<file path="config.mk">
export PLATFORM = sky130hd
export DESIGN_NAME = bnn_xnor_popcount_neuron_engine_core
export DESIGN_NICKNAME = d
export VERILOG_FILES = /design/src/hdl/bxn_pkg.sv /design/src/hdl/bnn_xnor_popcount_neuron_engine_core.sv /design/src/hdl/bxn_popcount.sv /design/src/hdl/bxn_layer.sv
export SDC_FILE = /design/constraint.sdc
export NUM_CORES = 1
export LEC_CHECK = 0
export BUFFER_PORTS_ARGS = -buffer_cell sky130_fd_sc_hd__buf_2
export CORE_ASPECT_RATIO = 0.75
export CORE_MARGIN = 2
export CORE_UTILIZATION = 27
export CTS_CLUSTER_DIAMETER = 100
export CTS_CLUSTER_SIZE = 10
export DETAILED_ROUTE_END_ITERATION = 16
export HOLD_SLACK_MARGIN = 0.03
export PLACE_DENSITY = 0.46
export RECOVER_POWER = 50
export SYNTH_ARGS = -nofsm -noshare
export SYNTH_HDL_FRONTEND = slang
export SYNTH_SLANG_ARGS = --single-unit
export TNS_END_PERCENT = 10
</file>
<file path="constraint.sdc">
create_clock -name clk -period 33.1 [get_ports clk]
set_input_delay 1.655 -clock clk [delete_from_list [all_inputs] [get_ports clk]]
set_output_delay 1.655 -clock clk [all_outputs]
set_load 0.03 [all_outputs]
</file>
<file path="src/hdl/bxn_pkg.sv">
`default_nettype none

package bxn_pkg;

  // field widths of the stream items
  localparam int ACT_W    = 32;
  localparam int WGT_W    = 32;
  localparam int THR_W    = 16;
  localparam int PACK_W   = 32;
  localparam int WIDX_W   = 5;
  localparam int SCORE_W  = 12;
  localparam int NIDX_W   = 10;

  // bus widths, padded to whole bytes
  localparam int IN_TDATA_W  = 88;
  localparam int OUT_TDATA_W = 72;

  // configuration port
  localparam int CFG_W     = 11;
  localparam int CFG_IDX_W = 2;

  localparam logic [CFG_IDX_W-1:0] CFG_INPUT_BITS   = 2'd0;
  localparam logic [CFG_IDX_W-1:0] CFG_NEURON_COUNT = 2'd1;
  localparam logic [CFG_IDX_W-1:0] CFG_LAYER_MODE   = 2'd2;

  localparam logic [CFG_W-1:0] RST_INPUT_BITS   = 11'd1024;
  localparam logic [CFG_W-1:0] RST_NEURON_COUNT = 11'd1024;

  // layer modes
  localparam logic MODE_THRESHOLD = 1'b0;
  localparam logic MODE_SCORE     = 1'b1;

  // input item, activation word in the lowest bits
  typedef struct packed {
    logic              polarity;
    logic [THR_W-1:0]  threshold;
    logic [WGT_W-1:0]  weight_word;
    logic [ACT_W-1:0]  activation_word;
  } item_t;

  // result item, packed word in the lowest bits
  typedef struct packed {
    logic [NIDX_W-1:0]  prediction;
    logic [NIDX_W-1:0]  neuron_index;
    logic [SCORE_W-1:0] score;
    logic [WIDX_W-1:0]  word_index;
    logic [PACK_W-1:0]  packed_word;
  } result_t;

  // layer configuration registers
  typedef struct packed {
    logic             layer_mode;
    logic [CFG_W-1:0] neuron_count;
    logic [CFG_W-1:0] act_len;
  } cfg_t;

endpackage

`default_nettype wire

</file>
<file path="src/hdl/bnn_xnor_popcount_neuron_engine_core.sv">
`default_nettype none

// Binarized layer engine: each transfer brings one 32-bit activation word and the
// matching weight word of the current neuron; matches (xnor) are counted and summed
// over the neuron's words. Mode 0 packs one thresholded bit per neuron and sends a
// word every 32 neurons or at the end of the layer; mode 1 sends the score
// 2*matches minus the input length for every neuron and the first argmax with the
// last one. One item is taken every cycle while the input side is not stalled; a
// result is presented once the item that completes it has passed the input
// register and then one pass of xnor, popcount, accumulate and compare into the
// result register. The input side stalls only while the result register holds a
// result that is not taken; out_tready reaches in_tready through logic.
// Configuration is to be written only while idle; the block does not enforce this.
// A length shortened mid-layer ends the current neuron or layer at once.
module bnn_xnor_popcount_neuron_engine_core #(
  parameter int MAX_INPUT_BITS = 1024,
  parameter int MAX_NEURONS    = 1024
) (
  input  wire logic                              clk,
  input  wire logic                              rst_n,
  // activation_word, weight_word, threshold, polarity
  input  wire logic [bxn_pkg::IN_TDATA_W-1:0]    in_tdata,
  input  wire logic                              in_tvalid,
  output logic                                   in_tready,
  // packed_word, word_index, score, neuron_index, prediction
  output logic [bxn_pkg::OUT_TDATA_W-1:0]        out_tdata,
  output logic                                   out_tlast,
  output logic                                   out_tvalid,
  input  wire logic                              out_tready,
  input  wire logic                              cfg_we,
  input  wire logic [bxn_pkg::CFG_IDX_W-1:0]     cfg_index,
  input  wire logic [bxn_pkg::CFG_W-1:0]         cfg_wdata
);

  bxn_pkg::cfg_t    cfg_r;
  bxn_pkg::item_t   s1_item_r;
  logic             s1_valid_r;
  logic             stall;
  logic             proceed;
  bxn_pkg::result_t out_result;

  // configuration registers
  always_ff @(posedge clk) begin
    if (!rst_n) begin
      cfg_r.act_len      <= bxn_pkg::RST_INPUT_BITS;
      cfg_r.neuron_count <= bxn_pkg::RST_NEURON_COUNT;
      cfg_r.layer_mode   <= bxn_pkg::MODE_THRESHOLD;
    end else if (cfg_we) begin
      case (cfg_index)
        bxn_pkg::CFG_INPUT_BITS:   cfg_r.act_len      <= cfg_wdata;
        bxn_pkg::CFG_NEURON_COUNT: cfg_r.neuron_count <= cfg_wdata;
        bxn_pkg::CFG_LAYER_MODE:   cfg_r.layer_mode   <= cfg_wdata[0];
        default: ;
      endcase
    end
  end

  // input register
  assign proceed   = s1_valid_r && !stall;
  assign in_tready = !s1_valid_r || proceed;

  always_ff @(posedge clk) begin
    if (!rst_n) begin
      s1_valid_r <= 1'b0;
    end else if (in_tvalid && in_tready) begin
      s1_valid_r <= 1'b1;
    end else if (proceed) begin
      s1_valid_r <= 1'b0;
    end
  end

  always_ff @(posedge clk) begin
    if (in_tvalid && in_tready) begin
      s1_item_r <= bxn_pkg::item_t'(in_tdata[$bits(bxn_pkg::item_t)-1:0]);
    end
  end

  bxn_layer #(
    .MAX_INPUT_BITS (MAX_INPUT_BITS),
    .MAX_NEURONS    (MAX_NEURONS)
  ) u_layer (
    .clk        (clk),
    .rst_n      (rst_n),
    .cfg        (cfg_r),
    .step_en    (proceed),
    .item       (s1_item_r),
    .stall      (stall),
    .out_valid  (out_tvalid),
    .out_ready  (out_tready),
    .out_result (out_result),
    .out_last   (out_tlast)
  );

  assign out_tdata = bxn_pkg::OUT_TDATA_W'(out_result);

  // a result never carries fields of both modes
  a_mode_fields : assert property (@(posedge clk) disable iff (!rst_n)
    out_tvalid && (out_result.packed_word != '0 || out_result.word_index != '0)
    |-> out_result.score == '0 && out_result.neuron_index == '0
        && out_result.prediction == '0)
    else $error("result mixes threshold and score fields");

  // a new result only follows an item held in the input register
  a_result_source : assert property (@(posedge clk) disable iff (!rst_n)
    $rose(out_tvalid) |-> $past(s1_valid_r))
    else $error("result without a pending item");

  // the input side stalls only behind a result that is not taken
  a_stall_cause : assert property (@(posedge clk) disable iff (!rst_n)
    s1_valid_r && !in_tready |-> out_tvalid && !out_tready)
    else $error("input stalled without output backpressure");

endmodule

`default_nettype wire

</file>
<file path="src/hdl/bxn_popcount.sv">
`default_nettype none

module bxn_popcount (
  input  wire logic [bxn_pkg::ACT_W-1:0] act_word,
  input  wire logic [bxn_pkg::WGT_W-1:0] wgt_word,
  input  wire logic                      last_word,
  input  wire logic [4:0]                tail,
  output logic [5:0]                     ones
);

  logic [31:0] equal;
  logic [31:0] keep_mask;
  logic [31:0] masked;
  logic [31:0] v1;
  logic [31:0] v2;
  logic [31:0] v3;
  logic [31:0] v4;
  logic [31:0] v5;

  // matching bits, tail of the last word cut off
  always_comb begin
    equal     = ~(act_word ^ wgt_word);
    keep_mask = (tail == 5'd0) ? 32'hffff_ffff : ((32'd1 << tail) - 32'd1);
    masked    = last_word ? (equal & keep_mask) : equal;
  end

  // swar bit count
  always_comb begin
    v1   = masked - ((masked >> 1) & 32'h5555_5555);
    v2   = (v1 & 32'h3333_3333) + ((v1 >> 2) & 32'h3333_3333);
    v3   = (v2 + (v2 >> 4)) & 32'h0f0f_0f0f;
    v4   = v3 + (v3 >> 8);
    v5   = v4 + (v4 >> 16);
    ones = v5[5:0];
  end

endmodule

`default_nettype wire

</file>
<file path="src/hdl/bxn_layer.sv">
`default_nettype none

module bxn_layer #(
  parameter int MAX_INPUT_BITS = 1024,
  parameter int MAX_NEURONS    = 1024
) (
  input  wire logic              clk,
  input  wire logic              rst_n,
  input  wire bxn_pkg::cfg_t     cfg,
  input  wire logic              step_en,
  input  wire bxn_pkg::item_t    item,
  output logic                   stall,
  output logic                   out_valid,
  input  wire logic              out_ready,
  output bxn_pkg::result_t       out_result,
  output logic                   out_last
);

  localparam int MAX_WORDS = (MAX_INPUT_BITS + 31) / 32;
  localparam int BW   = $clog2(MAX_INPUT_BITS + 1);
  localparam int EW   = (BW > bxn_pkg::CFG_W) ? BW : bxn_pkg::CFG_W;
  localparam int CMPW = BW + 1;
  localparam int WW   = (MAX_WORDS > 1) ? $clog2(MAX_WORDS) : 1;
  localparam int MCW  = $clog2(32 * MAX_WORDS + 1);
  localparam int TCW  = (MCW > bxn_pkg::THR_W) ? MCW : bxn_pkg::THR_W;
  localparam int SXW  = (MCW + 2 > bxn_pkg::SCORE_W) ? MCW + 2 : bxn_pkg::SCORE_W;
  localparam int NW   = $clog2(MAX_NEURONS);
  localparam int CNW  = $clog2(MAX_NEURONS + 1);
  localparam int CEW  = (CNW > bxn_pkg::CFG_W) ? CNW : bxn_pkg::CFG_W;
  localparam int NCW  = CNW + 1;
  localparam int NXW  = (NW > bxn_pkg::NIDX_W) ? NW : bxn_pkg::NIDX_W;

  localparam logic [SXW-1:0] BEST_RST = {1'b1, {(SXW - 1){1'b0}}};

  // layer state
  logic [WW-1:0]     wp_r,      wp_nxt;
  logic [MCW-1:0]    match_r,   match_nxt;
  logic [NW-1:0]     np_r,      np_nxt;
  logic [31:0]       packed_r,  packed_nxt;
  logic [SXW-1:0]    best_s_r,  best_s_nxt;
  logic [NW-1:0]     best_n_r,  best_n_nxt;
  logic              out_valid_r;
  bxn_pkg::result_t  result_r;
  logic              last_r;

  logic [EW-1:0]     ib_ext;
  logic [BW-1:0]     bits;
  logic [CMPW-1:0]   words;
  logic              last_word;
  logic [5:0]        ones;
  logic [MCW-1:0]    match_sum;
  logic [CEW-1:0]    nc_ext;
  logic [CNW-1:0]    count;
  logic              last_neuron;
  logic [NXW-1:0]    n_w;
  logic [4:0]        n5;
  logic              ge;
  logic              hit;
  logic [31:0]       packed_upd;
  logic              emit;
  logic [SXW-1:0]    score_v;
  logic              better;
  logic [NW-1:0]     best_upd;
  logic [NXW-1:0]    best_w;
  logic              has_res;
  logic              res_last;
  bxn_pkg::result_t  res;

  // effective lengths, saturated to the supported range
  always_comb begin
    ib_ext = EW'(cfg.act_len);
    if (ib_ext == '0) begin
      bits = BW'(1);
    end else if (ib_ext > EW'(MAX_INPUT_BITS)) begin
      bits = BW'(MAX_INPUT_BITS);
    end else begin
      bits = BW'(ib_ext);
    end
    nc_ext = CEW'(cfg.neuron_count);
    if (nc_ext == '0) begin
      count = CNW'(1);
    end else if (nc_ext > CEW'(MAX_NEURONS)) begin
      count = CNW'(MAX_NEURONS);
    end else begin
      count = CNW'(nc_ext);
    end
  end

  assign words       = (CMPW'(bits) + CMPW'(31)) >> 5;
  assign last_word   = (CMPW'(wp_r) + CMPW'(1)) >= words;
  assign last_neuron = (NCW'(np_r) + NCW'(1)) >= NCW'(count);

  bxn_popcount u_popcount (
    .act_word  (item.activation_word),
    .wgt_word  (item.weight_word),
    .last_word (last_word),
    .tail      (bits[4:0]),
    .ones      (ones)
  );

  // accumulate, threshold and score
  always_comb begin
    match_sum  = match_r + MCW'(ones);
    n_w        = NXW'(np_r);
    n5         = n_w[4:0];
    ge         = TCW'(match_sum) >= TCW'(item.threshold);
    hit        = (ge == item.polarity);
    packed_upd = packed_r | (hit ? (32'd1 << n5) : 32'd0);
    emit       = (n5 == 5'd31) || last_neuron;
    score_v    = (SXW'(match_sum) << 1) - SXW'(bits);
    better     = $signed(score_v) > $signed(best_s_r);
    best_upd   = better ? np_r : best_n_r;
    best_w     = NXW'(best_upd);
  end

  // next state and result of one word
  always_comb begin
    wp_nxt     = wp_r;
    match_nxt  = match_r;
    np_nxt     = np_r;
    packed_nxt = packed_r;
    best_s_nxt = best_s_r;
    best_n_nxt = best_n_r;
    has_res    = 1'b0;
    res_last   = 1'b0;
    res        = '0;
    if (step_en) begin
      if (!last_word) begin
        wp_nxt    = wp_r + WW'(1);
        match_nxt = match_sum;
      end else begin
        wp_nxt    = '0;
        match_nxt = '0;
        if (cfg.layer_mode == bxn_pkg::MODE_THRESHOLD) begin
          if (emit) begin
            has_res         = 1'b1;
            res.packed_word = packed_upd;
            res.word_index  = n_w[9:5];
            packed_nxt      = '0;
          end else begin
            packed_nxt = packed_upd;
          end
        end else begin
          has_res          = 1'b1;
          res.score        = score_v[bxn_pkg::SCORE_W-1:0];
          res.neuron_index = n_w[bxn_pkg::NIDX_W-1:0];
          if (better) begin
            best_s_nxt = score_v;
            best_n_nxt = np_r;
          end
          if (last_neuron) begin
            res.prediction = best_w[bxn_pkg::NIDX_W-1:0];
          end
        end
        // end of layer returns everything to its reset value
        if (last_neuron) begin
          res_last   = 1'b1;
          np_nxt     = '0;
          packed_nxt = '0;
          best_s_nxt = BEST_RST;
          best_n_nxt = '0;
        end else begin
          np_nxt = np_r + NW'(1);
        end
      end
    end
  end

  // state and output valid
  always_ff @(posedge clk) begin
    if (!rst_n) begin
      wp_r        <= '0;
      match_r     <= '0;
      np_r        <= '0;
      packed_r    <= '0;
      best_s_r    <= BEST_RST;
      best_n_r    <= '0;
      out_valid_r <= 1'b0;
    end else begin
      wp_r     <= wp_nxt;
      match_r  <= match_nxt;
      np_r     <= np_nxt;
      packed_r <= packed_nxt;
      best_s_r <= best_s_nxt;
      best_n_r <= best_n_nxt;
      if (step_en) begin
        out_valid_r <= has_res;
      end else if (out_ready) begin
        out_valid_r <= 1'b0;
      end
    end
  end

  // result payload
  always_ff @(posedge clk) begin
    if (step_en && has_res) begin
      result_r <= res;
      last_r   <= res_last;
    end
  end

  assign stall      = out_valid_r && !out_ready;
  assign out_valid  = out_valid_r;
  assign out_result = result_r;
  assign out_last   = last_r;

endmodule

`default_nettype wire

</file>
## Yosys cells after proc, flatten, opt, wreduce, memory -nomap -nowiden

Cells that the tools add are included.

- Flip-flop bits (word level): 257
- Bits of input ports: 106
- Output and inout port bits: 75

- Add/sub/neg operators: 13
- Magnitude comparators: 6
- Equal/unequal tests: 5
- Shifts and indexed selects: 2
- Multiplexer cells: 28
- Bitwise logic cells: 7
- Reduce and logical (&&, ||, !) cells: 27

Operator list:

| operator | count |
|---|---|
| 2-to-1 mux 32 bit | 6 |
| << shifter 1 x 5 -> 32 bit (first input constant) | 2 |
| 2-to-1 mux 11 bit | 5 |
| 2-to-1 mux 10 bit | 4 |
| 2-to-1 mux 13 bit | 3 |
| bitwise AND 32 bit | 1 |
| inverter 32 bit | 1 |
| OR 32 bit | 1 |
| subtractor 32 x 1 -> 32 bit (second input constant) | 1 |
| subtractor 32 x 31 -> 32 bit | 1 |
| XOR 32 bit | 1 |
| adder 30 x 30 -> 31 bit | 1 |
| adder 28 x 27 -> 28 bit | 1 |
| greater-than comparator 11 bit (second input constant) | 2 |
| zero test 11 bit | 2 |
| adder 20 x 20 -> 21 bit | 1 |
| greater-or-equal comparator 11 x 16 -> 1 bit | 1 |
| greater-than comparator 13 bit | 1 |
| subtractor 12 x 11 -> 13 bit | 1 |
| adder 11 x 5 -> 12 bit (second input constant) | 1 |
| greater-or-equal comparator 12 x 11 -> 1 bit | 1 |
| greater-or-equal comparator 12 x 7 -> 1 bit | 1 |
| adder 10 x 1 -> 11 bit (second input constant) | 1 |
| adder 11 x 6 -> 11 bit | 1 |
| other kinds (22) | 47 |

## Logic depth before layout (Yosys ltp)

Gate-level depths: netlist of run 1.

- Depth after elaboration: 21
- Mapped depth: 63

## Modules after synthesis

A second synthesis of run 1 with hierarchy kept.

- Cell total of the unflattened synthesis: 1,557
- Area, all modules: 15,760.1 um^2

By module, submodules not included:

| module | instances | cells an instance | area each (um^2) | seq. area each (um^2) |
|---|---|---|---|---|
| bxn_layer | 1 | 826 | 8,294.2 | 3,743.6 |
| bxn_popcount | 1 | 549 | 4,066.4 | 0.0 |
| bnn_xnor_popcount_neuron_engine_core | 1 | 182 | 3,399.5 | 2,912.8 |

## Least setup slack after synthesis of run 1

OpenSTA, ideal clock, no wires.

- Kind: reg-to-reg
- Start: register cfg_r[0] (netlist bit)
- End: register u_layer.result_r, in the netlist u_layer.out_result[67], data pin
- Setup time: 265 ps
- Data arrival time: 11,914 ps
- Setup slack: 20,921 ps
- Cell stages (with the launch flop): 51
- Clock period less this slack: 12,179 ps
- Path through: dfxtp_1 or3_1 a2111oi_1 or2_0 buf_2 inv_2 xnor2_1 ha_1 nand2b_1 a2111oi_0 o21ai_1 clkbuf_1 a31oi_1 inv_1 ha_1 a21boi_0 o21ai_0 a21boi_0 [... 15 more ...] o21ai_0 a21boi_0 o21ai_0 a21oi_1 xor2_1 ha_1 and3_1 a211o_1 a21oi_1 xor2_1 ha_1 nor3_1 nor3b_1 nand2_1 o211ai_1 clkbuf_1 mux2i_1 nor2_1

- Cells in the longest elaborated chain, start to end: 17

Ends and longest elaborated chain:

| item | line | text |
|---|---|---|
| from (decl) | bnn_xnor_popcount_neuron_engine_core.sv:35 | `bxn_pkg::cfg_t cfg_r;` |
| greater-than comparator 11 bit | bxn_layer.sv:74 | `end else if (ib_ext > EW'(MAX_INPUT_BITS)) begin` |
| 2-to-1 mux 11 bit | bxn_layer.sv:74 |  |
| 2-to-1 mux 11 bit (*) | bxn_layer.sv:72 | `if (ib_ext == '0) begin` |
| parallel branches: the longest is 11 deep, another holds subtractor 32 x 31 -> 32 bit | -- |  |
| subtractor 12 x 11 -> 13 bit (*) | bxn_layer.sv:110 | `score_v = (SXW'(match_sum) << 1) - SXW'(bits);` |
| net u_layer.score_v[11] | bxn_layer.sv:61 | `logic [SXW-1:0] score_v;` |
| greater-than comparator 13 bit (*) | bxn_layer.sv:111 | `better = $signed(score_v) > $signed(best_s_r);` |
| 2-to-1 mux 10 bit (*) | -- |  |
| to (signal assigned) | bxn_layer.sv:197 | `result_r <= res;` |
| to (decl) | bxn_layer.sv:43 | `bxn_pkg::result_t result_r;` |

Mark *: on every way through the listed nets, which the timed path passes.
A chain may end at the register's enable or synchronous reset.

## Worst setup path after layout of run 1

- Start: register cfg_r[0] (netlist bit)
- End: register u_layer.best_n_r[9]

- Cells in the longest elaborated chain, start to end: 19

Ends and longest elaborated chain:

| item | line | text |
|---|---|---|
| greater-than comparator 11 bit | bxn_layer.sv:74 |  |
| 2-to-1 mux 11 bit | bxn_layer.sv:74 |  |
| 2-to-1 mux 11 bit (*) | bxn_layer.sv:72 |  |
| parallel branches: the longest is 16 deep, another holds subtractor 32 x 31 -> 32 bit | -- |  |
| to (signal assigned) | bxn_layer.sv:185 | `best_n_r <= best_n_nxt;` |
| to (decl) | bxn_layer.sv:41 | `logic [NW-1:0] best_n_r, best_n_nxt;` |

Mark *: on every way between the ends. The select of a mux whose other input is x is not followed.

==> results list, run 1 <==
- Max Slew Vio Count: around 150
- In this run the tightest slew margin relative to its limit is -1.30.
* Maximum cell stage delay along the critical path: between 700 and 800 ps
* Area share of the largest cell type after synthesis: 0.291
- For this run, the post-layout net count is roughly 2000.
- The synthesized design contains roughly 260 register bits.
- Clock tree from TritonCTS: done
* Accumulated negative setup slack: 0 ps
- The tool flagged a number of max-cap violations equal to 3.
* Largest fanout on the critical path: 15
* Sink Count: ~260
- For the worst flop-to-flop path, the logic depth is 55.
- Proportion of synthesized flip-flops having asynchronous set or reset: 0
* Number of hold violations in the final report: 0
* Synth cell types: 75
- Signal routing reaches up to met5.
- The area growth from synthesis to layout is 16.4%.
- In the synthesized netlist the dominant register cell turns out to be edfxtp_1.
* Detail Placement HPWL: between 30 and 40 mm
- Dividing the detail-routed wire length by the instance count gives 17.3 um.
- Wire segments on met2 add up to roughly 18 mm in the final route.
* DIE WIDTH: 282 um
- The worst hold path was traced through 2 stages.
* Worst-case clock skew: between 50 and 60 ps
* Final cycle utilization of the critical path: 0.448
- The routed layout has ~12000 vias.
- In this run the most critical hold path is launched from u_layer.best_s_r[10].
- Of the cells placed in the final design, the portion with a size suffix greater than 1 is 0.0967.
- The die is between 200 and 250 um tall.
* Synth Instances: roughly 1600
* Met1 WL: ~22 mm
- The first global-routing pass estimated approximately 68 mm of wire.
- Die footprint: 59800 um^2
- In the final layout, flip-flops and latches occupy around 6700 um^2.
- In this run the register-to-register setup slack is 18260 ps.
* Most common cell on crit path: ha_1
* EDFF count, synth: 151
* Worst Setup Start Kind: register
- For this run, the register share of the synthesized area comes to 0.426.
- Routability congestion estimate from global placement: 0.823
- Post-CTS Resized: 0
- Sorting the synthesized cells by area gives the leading types as edfxtp_1, dfxtp_1, ha_1.
* Post-DRT Antenna Nets: 0
- Data arrival, critical path: 15350 ps
- In the detailed route, the total length drawn on met3 is around 2.8 mm.
- The number of antenna violations at the first check in global routing is 11.
- CP Class: reg -> reg
* Total Routing Usage GR: 0.144
- Path type of the worst min-delay path: reg -> reg
- Setup violations remaining at the end of the flow were counted as 0.
* Row cnt: 76
- For this run, design rule violations remaining after detail routing come to 0.
- In this run the post-CTS setup repair buffer count came out at 0.
- In this run the critical register-to-register path is launched from cfg_r[0].
- The later pin in the worst-skew pair is clocked with a latency of ~610 ps.
- The slowest stage of the critical path belongs to the cell nor2b_1.
- Entering global routing, the biggest net connects just over 70 pins.
- The via count of the first global-routing pass is 11800.
- Boundary Pins: roughly 180
* CTS root buffer: clkbuf_16
- The first detailed-routing pass ran for 5 iterations.
- The final reports fail on max-capacitance violations, max-slew violations.
- At the worst endpoint, the required time is approximately 34000 ps.
* Initial core utilization: 0.273
- Post-cts hold buffer count: 0
* Most common cell after layout, fill and taps aside: edfxtp_1
- The worst setup path is captured at a register.
* Outcome: complete, but fails checks
* Count of input and output buffers: 170
* End point of the most critical hold path: u_layer.best_s_r[10]
- Transition time at the pin with the least slew margin: 3450 ps
- No sink is reached through more buffers than the 3 on the longest clock path.
- After global routing the overflow that remains totals 0.
* Multi-input gate area in the final layout: between 8000 and 9000 um^2
- FILL cells: approximately 6000
- Yosys Warn Count: 0
* Placeable core area: around 57000 um^2
- Subtracting the final worst setup slack from the clock period gives 14840 ps.
- Setup repair after global routing left no endpoint under its margin.
- Summing every instance area after synthesis gives 15600 um^2.
- Final core utilization: 0.317
- Mean instance size in the synthesized netlist: 10.0 um^2
- Wires add up to 43.5 mm.
* Number of levels the H-tree was split into: 1
* Clock Pin Slew Worst Setup and Hold Paths: around 60 ps
- The synthesized design spends more area on one cell type than any other, namely edfxtp_1.
* Number of buffers created by CTS: 30
- Using the TritonRoute via totals, the vias-per-cell ratio works out to around 4.7.
- Static timing analysis puts the maximum clock frequency at between 0.06 and 0.07 GHz.
- Leading cell types in the layout, fill and taps excluded: edfxtp_1, ha_1, nand2_1
- Crit Reg-Reg Endpoint: u_layer.best_n_r[9]
- The detailed router finished its first iteration with just over 800 violations.
## worst max-delay path: cells and delay by family (launching register included)
kind                       cells  cell delay, ps
buffers and inverters          7             860
xor gates and xnor gates       4             780
AOI/OAI and AO/OA             20            5120
adders and majority gates     10            3480
and+or+nand+nor               14            3980
DFF                            1             490
## area by class of cell
type / instances / area share
multi-input cells: 1129 / 0.459
diodes: 4 / 0.000551
clock inverters: 3 / 0.00248
inverters: 107 / 0.0221
clock buffers: 52 / 0.0464
flip-flops and latches: 257 / 0.367
repair buffers: 189 / 0.0492
well taps: 780 / 0.0537
## synth_stat cells (6+ instances only)
cell type,n
inv_1,105
nor2_1,106
xnor2_1,68
clkbuf_1,53
nor4_1,10
edfxtp_1,151
a21o_1,30
o211ai_1,6
a22oi_1,7
mux2i_1,29
nand2_1,115
xor2_1,38
and3_1,27
o21ai_0,57
a21oi_1,54
nand4_1,12
o21a_1,31
o31ai_1,7
or3_1,10
nand3_1,41
nor2b_1,52
nor3b_1,7
a22o_1,59
and2_1,16
a31oi_1,17
ha_1,146
nor3_1,32
dfxtp_1,106
buf_1,6
nand2b_1,22
o31a_1,7
a21boi_0,23
fa_1,17
## per-stage QoR
step                      std cells  area [um^2]  hold WS, ps  setup slack (ps)
final                          2521        18200          459             18260
after detailed placement       2462        17400          454             18350
after floorplan                1556        15600          441             20920
after CTS                      2517        18300          462             18220
after global routing           2518        18200          482             16990
after global placement         2462        17400          450             18540
## cells by family (layout without fill, tap and decap cells)
kind of cell	Yosys count	after routing	share of synthesized area
and+or+nand+nor	471	471	0.150
AOI/OAI and AO/OA	357	357	0.165
DFF	257	257	0.426
buffers and inverters	170	351	0.0417
adders and majority gates	163	163	0.139
xor gates and xnor gates	106	106	0.0595
muxes	29	29	0.0186
other	1	7	0.000240
## worst max path at each step
stage / start / endpoint / slack (ps) / cells after the start
finish: cfg_r[0] / u_layer.best_n_r[9] / 18260 / 55
global route: cfg_r[7] / u_layer.best_n_r[4] / 16990 / 58
CTS: cfg_r[0] / u_layer.best_n_r[9] / 18220 / 57
detailed placement: cfg_r[0] / u_layer.best_n_r[0] / 18350 / 57
global placement: cfg_r[0] / u_layer.best_n_r[2] / 18540 / 57
floorplan: cfg_r[0] / u_layer.out_result[67] / 20920 / 50
## metal layers
layer	up-vias	GRT usage
met5	-	0
met1	5709	0.213
li1	5924	-
met4	16	0.0295
met2	247	0.210
met3	64	0.0381
## state kept, by name, summed over array words and instances (netlist names)
signal              count
u_layer.match_r        11
u_layer.out_last        1
s1_valid_r              1
u_layer.packed_r       32
u_layer.out_result     69
u_layer.out_valid       1
u_layer.best_s_r       13
s1_item_r              81
u_layer.n_w            10
u_layer.best_n_r       10
cfg_r                  23
u_layer.wp_r            5
Power of run 1 is not shown: default switching activity piles up to over one toggle a cycle in this logic, so the estimate is an artifact.
==> inputs of run 2 (changes only) <==
--- a/config.mk
+++ b/config.mk
@@ -5,6 +5,7 @@
 export SDC_FILE = /design/constraint.sdc
 export NUM_CORES = 1
 export LEC_CHECK = 0
+export ABC_AREA = 1
 export BUFFER_PORTS_ARGS = -buffer_cell sky130_fd_sc_hd__buf_2
 export CORE_ASPECT_RATIO = 0.75
 export CORE_MARGIN = 2
@@ -13,7 +14,7 @@
 export CTS_CLUSTER_SIZE = 10
 export DETAILED_ROUTE_END_ITERATION = 16
 export HOLD_SLACK_MARGIN = 0.03
-export PLACE_DENSITY = 0.46
+export PLACE_DENSITY = 0.47
 export RECOVER_POWER = 50
 export SYNTH_ARGS = -nofsm -noshare
 export SYNTH_HDL_FRONTEND = slang
==> constraint.sdc (replaced) <==
create_clock -name clk -period 12.7 [get_ports clk]
set_input_delay 0.635 -clock clk [delete_from_list [all_inputs] [get_ports clk]]
set_output_delay 0.635 -clock clk [all_outputs]
set_load 0.03 [all_outputs]
==> results list, run 2 <==
- The flow ran to the end, but the final reports show violations.
- Violations in the final reports: max-capacitance violations, max-slew violations
* Slew HR: -1.34
- DIE WIDTH: 289 um
* Routability congestion estimate from global placement: ~0.84
- Leaving out filler cells and counting taps, the final layout contains roughly 3000.
* Most common cell on crit path: inv_1
* Max Slew Vio Count: around 130
- Antenna violations before repair: 6
* Nets@finish: around 2400
- Vertical extent of the die: roughly 220 um
* Fraction of final layout cells sized beyond drive strength 1: 0.149
* Slowest stage cell on the critical path: fa_1
- At the worst endpoint, the required time is 13200 ps.
- Dividing the detail-routed wire length by the instance count gives 15.0 um.
* Clock Pin Slew Worst Setup and Hold Paths: approximately 60 ps
* Minimum clock period: about 12000 ps
- Count of input and output buffers: 170
- Vias per Instance: around 4.5
- The die covers around 63000 um^2.
- Peak Freq: 0.0855 GHz
* Total placed instance area: between 15000 and 20000 um^2
* Endpoint type of the worst setup path: register
- First-pass GRT wire length: ~70 mm
* Post-cts hold buffer count: 0
- In this run the worst hold path is classified as in -> reg.
- Counting flops with an async set or reset pin after synthesis yields a share of 0.
* Number of buffers created by CTS: 30
- Yosys Warn Count: 0
- Worst Setup Start Kind: register
- Number of flip-flops in the largest register: 81
- Leading cell types in the layout, fill and taps excluded: inv_1, nor2_1, nand2_1
- Final cycle utilization of the critical path: 0.921
* Number of placed instances, taps included: between 2000 and 3000
* Largest fanout on the critical path: 11
- Area share of the largest cell type after synthesis: 0.276
* Sink Count: 257
- The area growth from synthesis to layout is 16.8%.
- Number of hold violations in the final report: 0
- Post-route cell area: 19200 um^2
- GRT overflow: 0
- Fill cells in the final layout number between 6000 and 7000.
- Final setup violation count: 0
* Leading post-synthesis cells by cell area: edfxtp_1, dfxtp_1, ha_1
- Mean instance size in the synthesized netlist: 8.45 um^2
* Accumulated negative setup slack: 0 ps
- Total Routing Usage GR: 0.139
- Number of levels the H-tree was split into: 1
- Maximum cell stage delay along the critical path: about 550 ps
- Data arrival, critical path: 12190 ps
- The region available for standard cell placement spans slightly above 60000 um^2.
- The tree is rooted in a clkbuf_16.
* CP Class: reg -> reg
- Clk Latency, worst-skew pair: between 500 and 600 ps
- Transition time at the pin with the least slew margin: ~3500 ps
- inv_1 is the most common cell in the netlist.
- Synth Instances: ~2000
- The routed layout has 13300 vias.
- Max-cap violations in this run came to 2.
* Post-DRT Antenna Nets: 0
- Measured on the finished design, the core utilization comes to 0.318.
- TritonCTS built the clock tree.
- Summed over all layers, the routed wires come to 44.4 mm.
- Synthesis-stage register bit count: approximately 260
- For this run, design rule violations remaining after detail routing come to 0.
- Row cnt: around 80
- Initial core utilization: 0.272
- In this run the count of I/O pins placed on the die edge is 181.
- The netlist uses 61 different library cells.
- Leaving out fill and tap cells, the most frequent cell in the layout is inv_1.
- Ranked by instance count, the synthesized netlist is headed by inv_1, nor2_1, nand2_1.
- Post-Synthesis Cell Area: 16400 um^2
- The first detailed-routing pass ran for 5 iterations.
- Vias in the first global route: ~13000
- The clock passes through at most 3 buffers.
* N_diodes: 0
- Library cell occupying the most area in the post-synthesis netlist: edfxtp_1
- Detail Placement HPWL: between 30 and 40 mm
- The share of the Yosys chip area taken by registers is 0.405.
- Maximum number of pins on one net before global-route repair: 64
* Worst-case clock skew: approximately 19 ps
- Yosys mapped a number of flops with a built-in enable equal to around 150.
- For this run, the leading register cell type out of synthesis is edfxtp_1.
* Largest register by flop count: s1_item_r
- Iter 0 DRT Violations: just over 700
==> run 2: cell count changes after synthesis, moves of 43 or more <==
cell	previous run	this run
a22o_1	59	0
nand3_1	41	99
o21ai_0	57	100
a21oi_1	54	111
nor2_1	106	281
inv_1	105	284
nand2_1	115	247
nor2b_1	52	0
==> run 2: stage by stage <==
stage	worst slack, ps	hold WS (ps)
CTS	114	175
global placement	336	449
finish	1000	215
global route	-21.7	183
detailed placement	231	456
floorplan	1390	441
==> run 2: routing by layer <==
layer | global-route usage | part of all wire | vias up
met4 | 0.0254 | 0.016 | 0
li1 | - | - | 6717
met2 | 0.208 | 0.42 | 261
met1 | 0.207 | 0.50 | 6248
met5 | 0 | 0 | -
met3 | 0.0272 | 0.059 | 42
==> run 2: area by class of cell <==
cell class                      count  area [um^2]  area share
Sequential cell                   257         6660       0.347
Tap cell                          800         1000      0.0522
Timing Repair Buffer              203         1000      0.0523
Clock buffer                       54          872      0.0454
Clock inverter                      2         22.5     0.00117
Multi-Input combinational cell   1325         8460       0.441
Inverter                          310         1170      0.0610
==> run 2: cell families after synthesis <==
family,count (synthesis),synth area share
buf+inv,364,0.0883
other cells,1,0.000228
fa+ha+maj,163,0.132
flops,257,0.405
simple gates,771,0.221
compound gates,296,0.104
xor+xnor,92,0.0490
==> run 2: worst paths after layout <==
kind	end	start	cells after the start	slack, ps
worst min register to register	u_layer.best_s_r[10]	u_layer.best_s_r[10]	2	460
worst max register to register	u_layer.best_n_r[0]	cfg_r[2]	66	1000
worst min-delay path	s1_item_r[10]	in_tdata[10]	1	220
worst max-delay path	u_layer.best_n_r[0]	cfg_r[2]	66	1000
==> run 2: critical path: cells and delay by family (launching register included) <==
family	cells	cell delay, ps
simple gates	25	3370
fa+ha+maj	10	3510
flops	1	410
xor+xnor	4	770
buf+inv	11	1050
compound gates	16	2490
==> run 2: timing repair <==
action / 4_1_cts / 5_1_grt
endpoints found under the hold margin: 0 / 0
resized for setup: 0 / 28
setup endpoints to repair: 0 / 97
buffers inserted: 0 / 7
Power of run 2 is left out for the same reason.
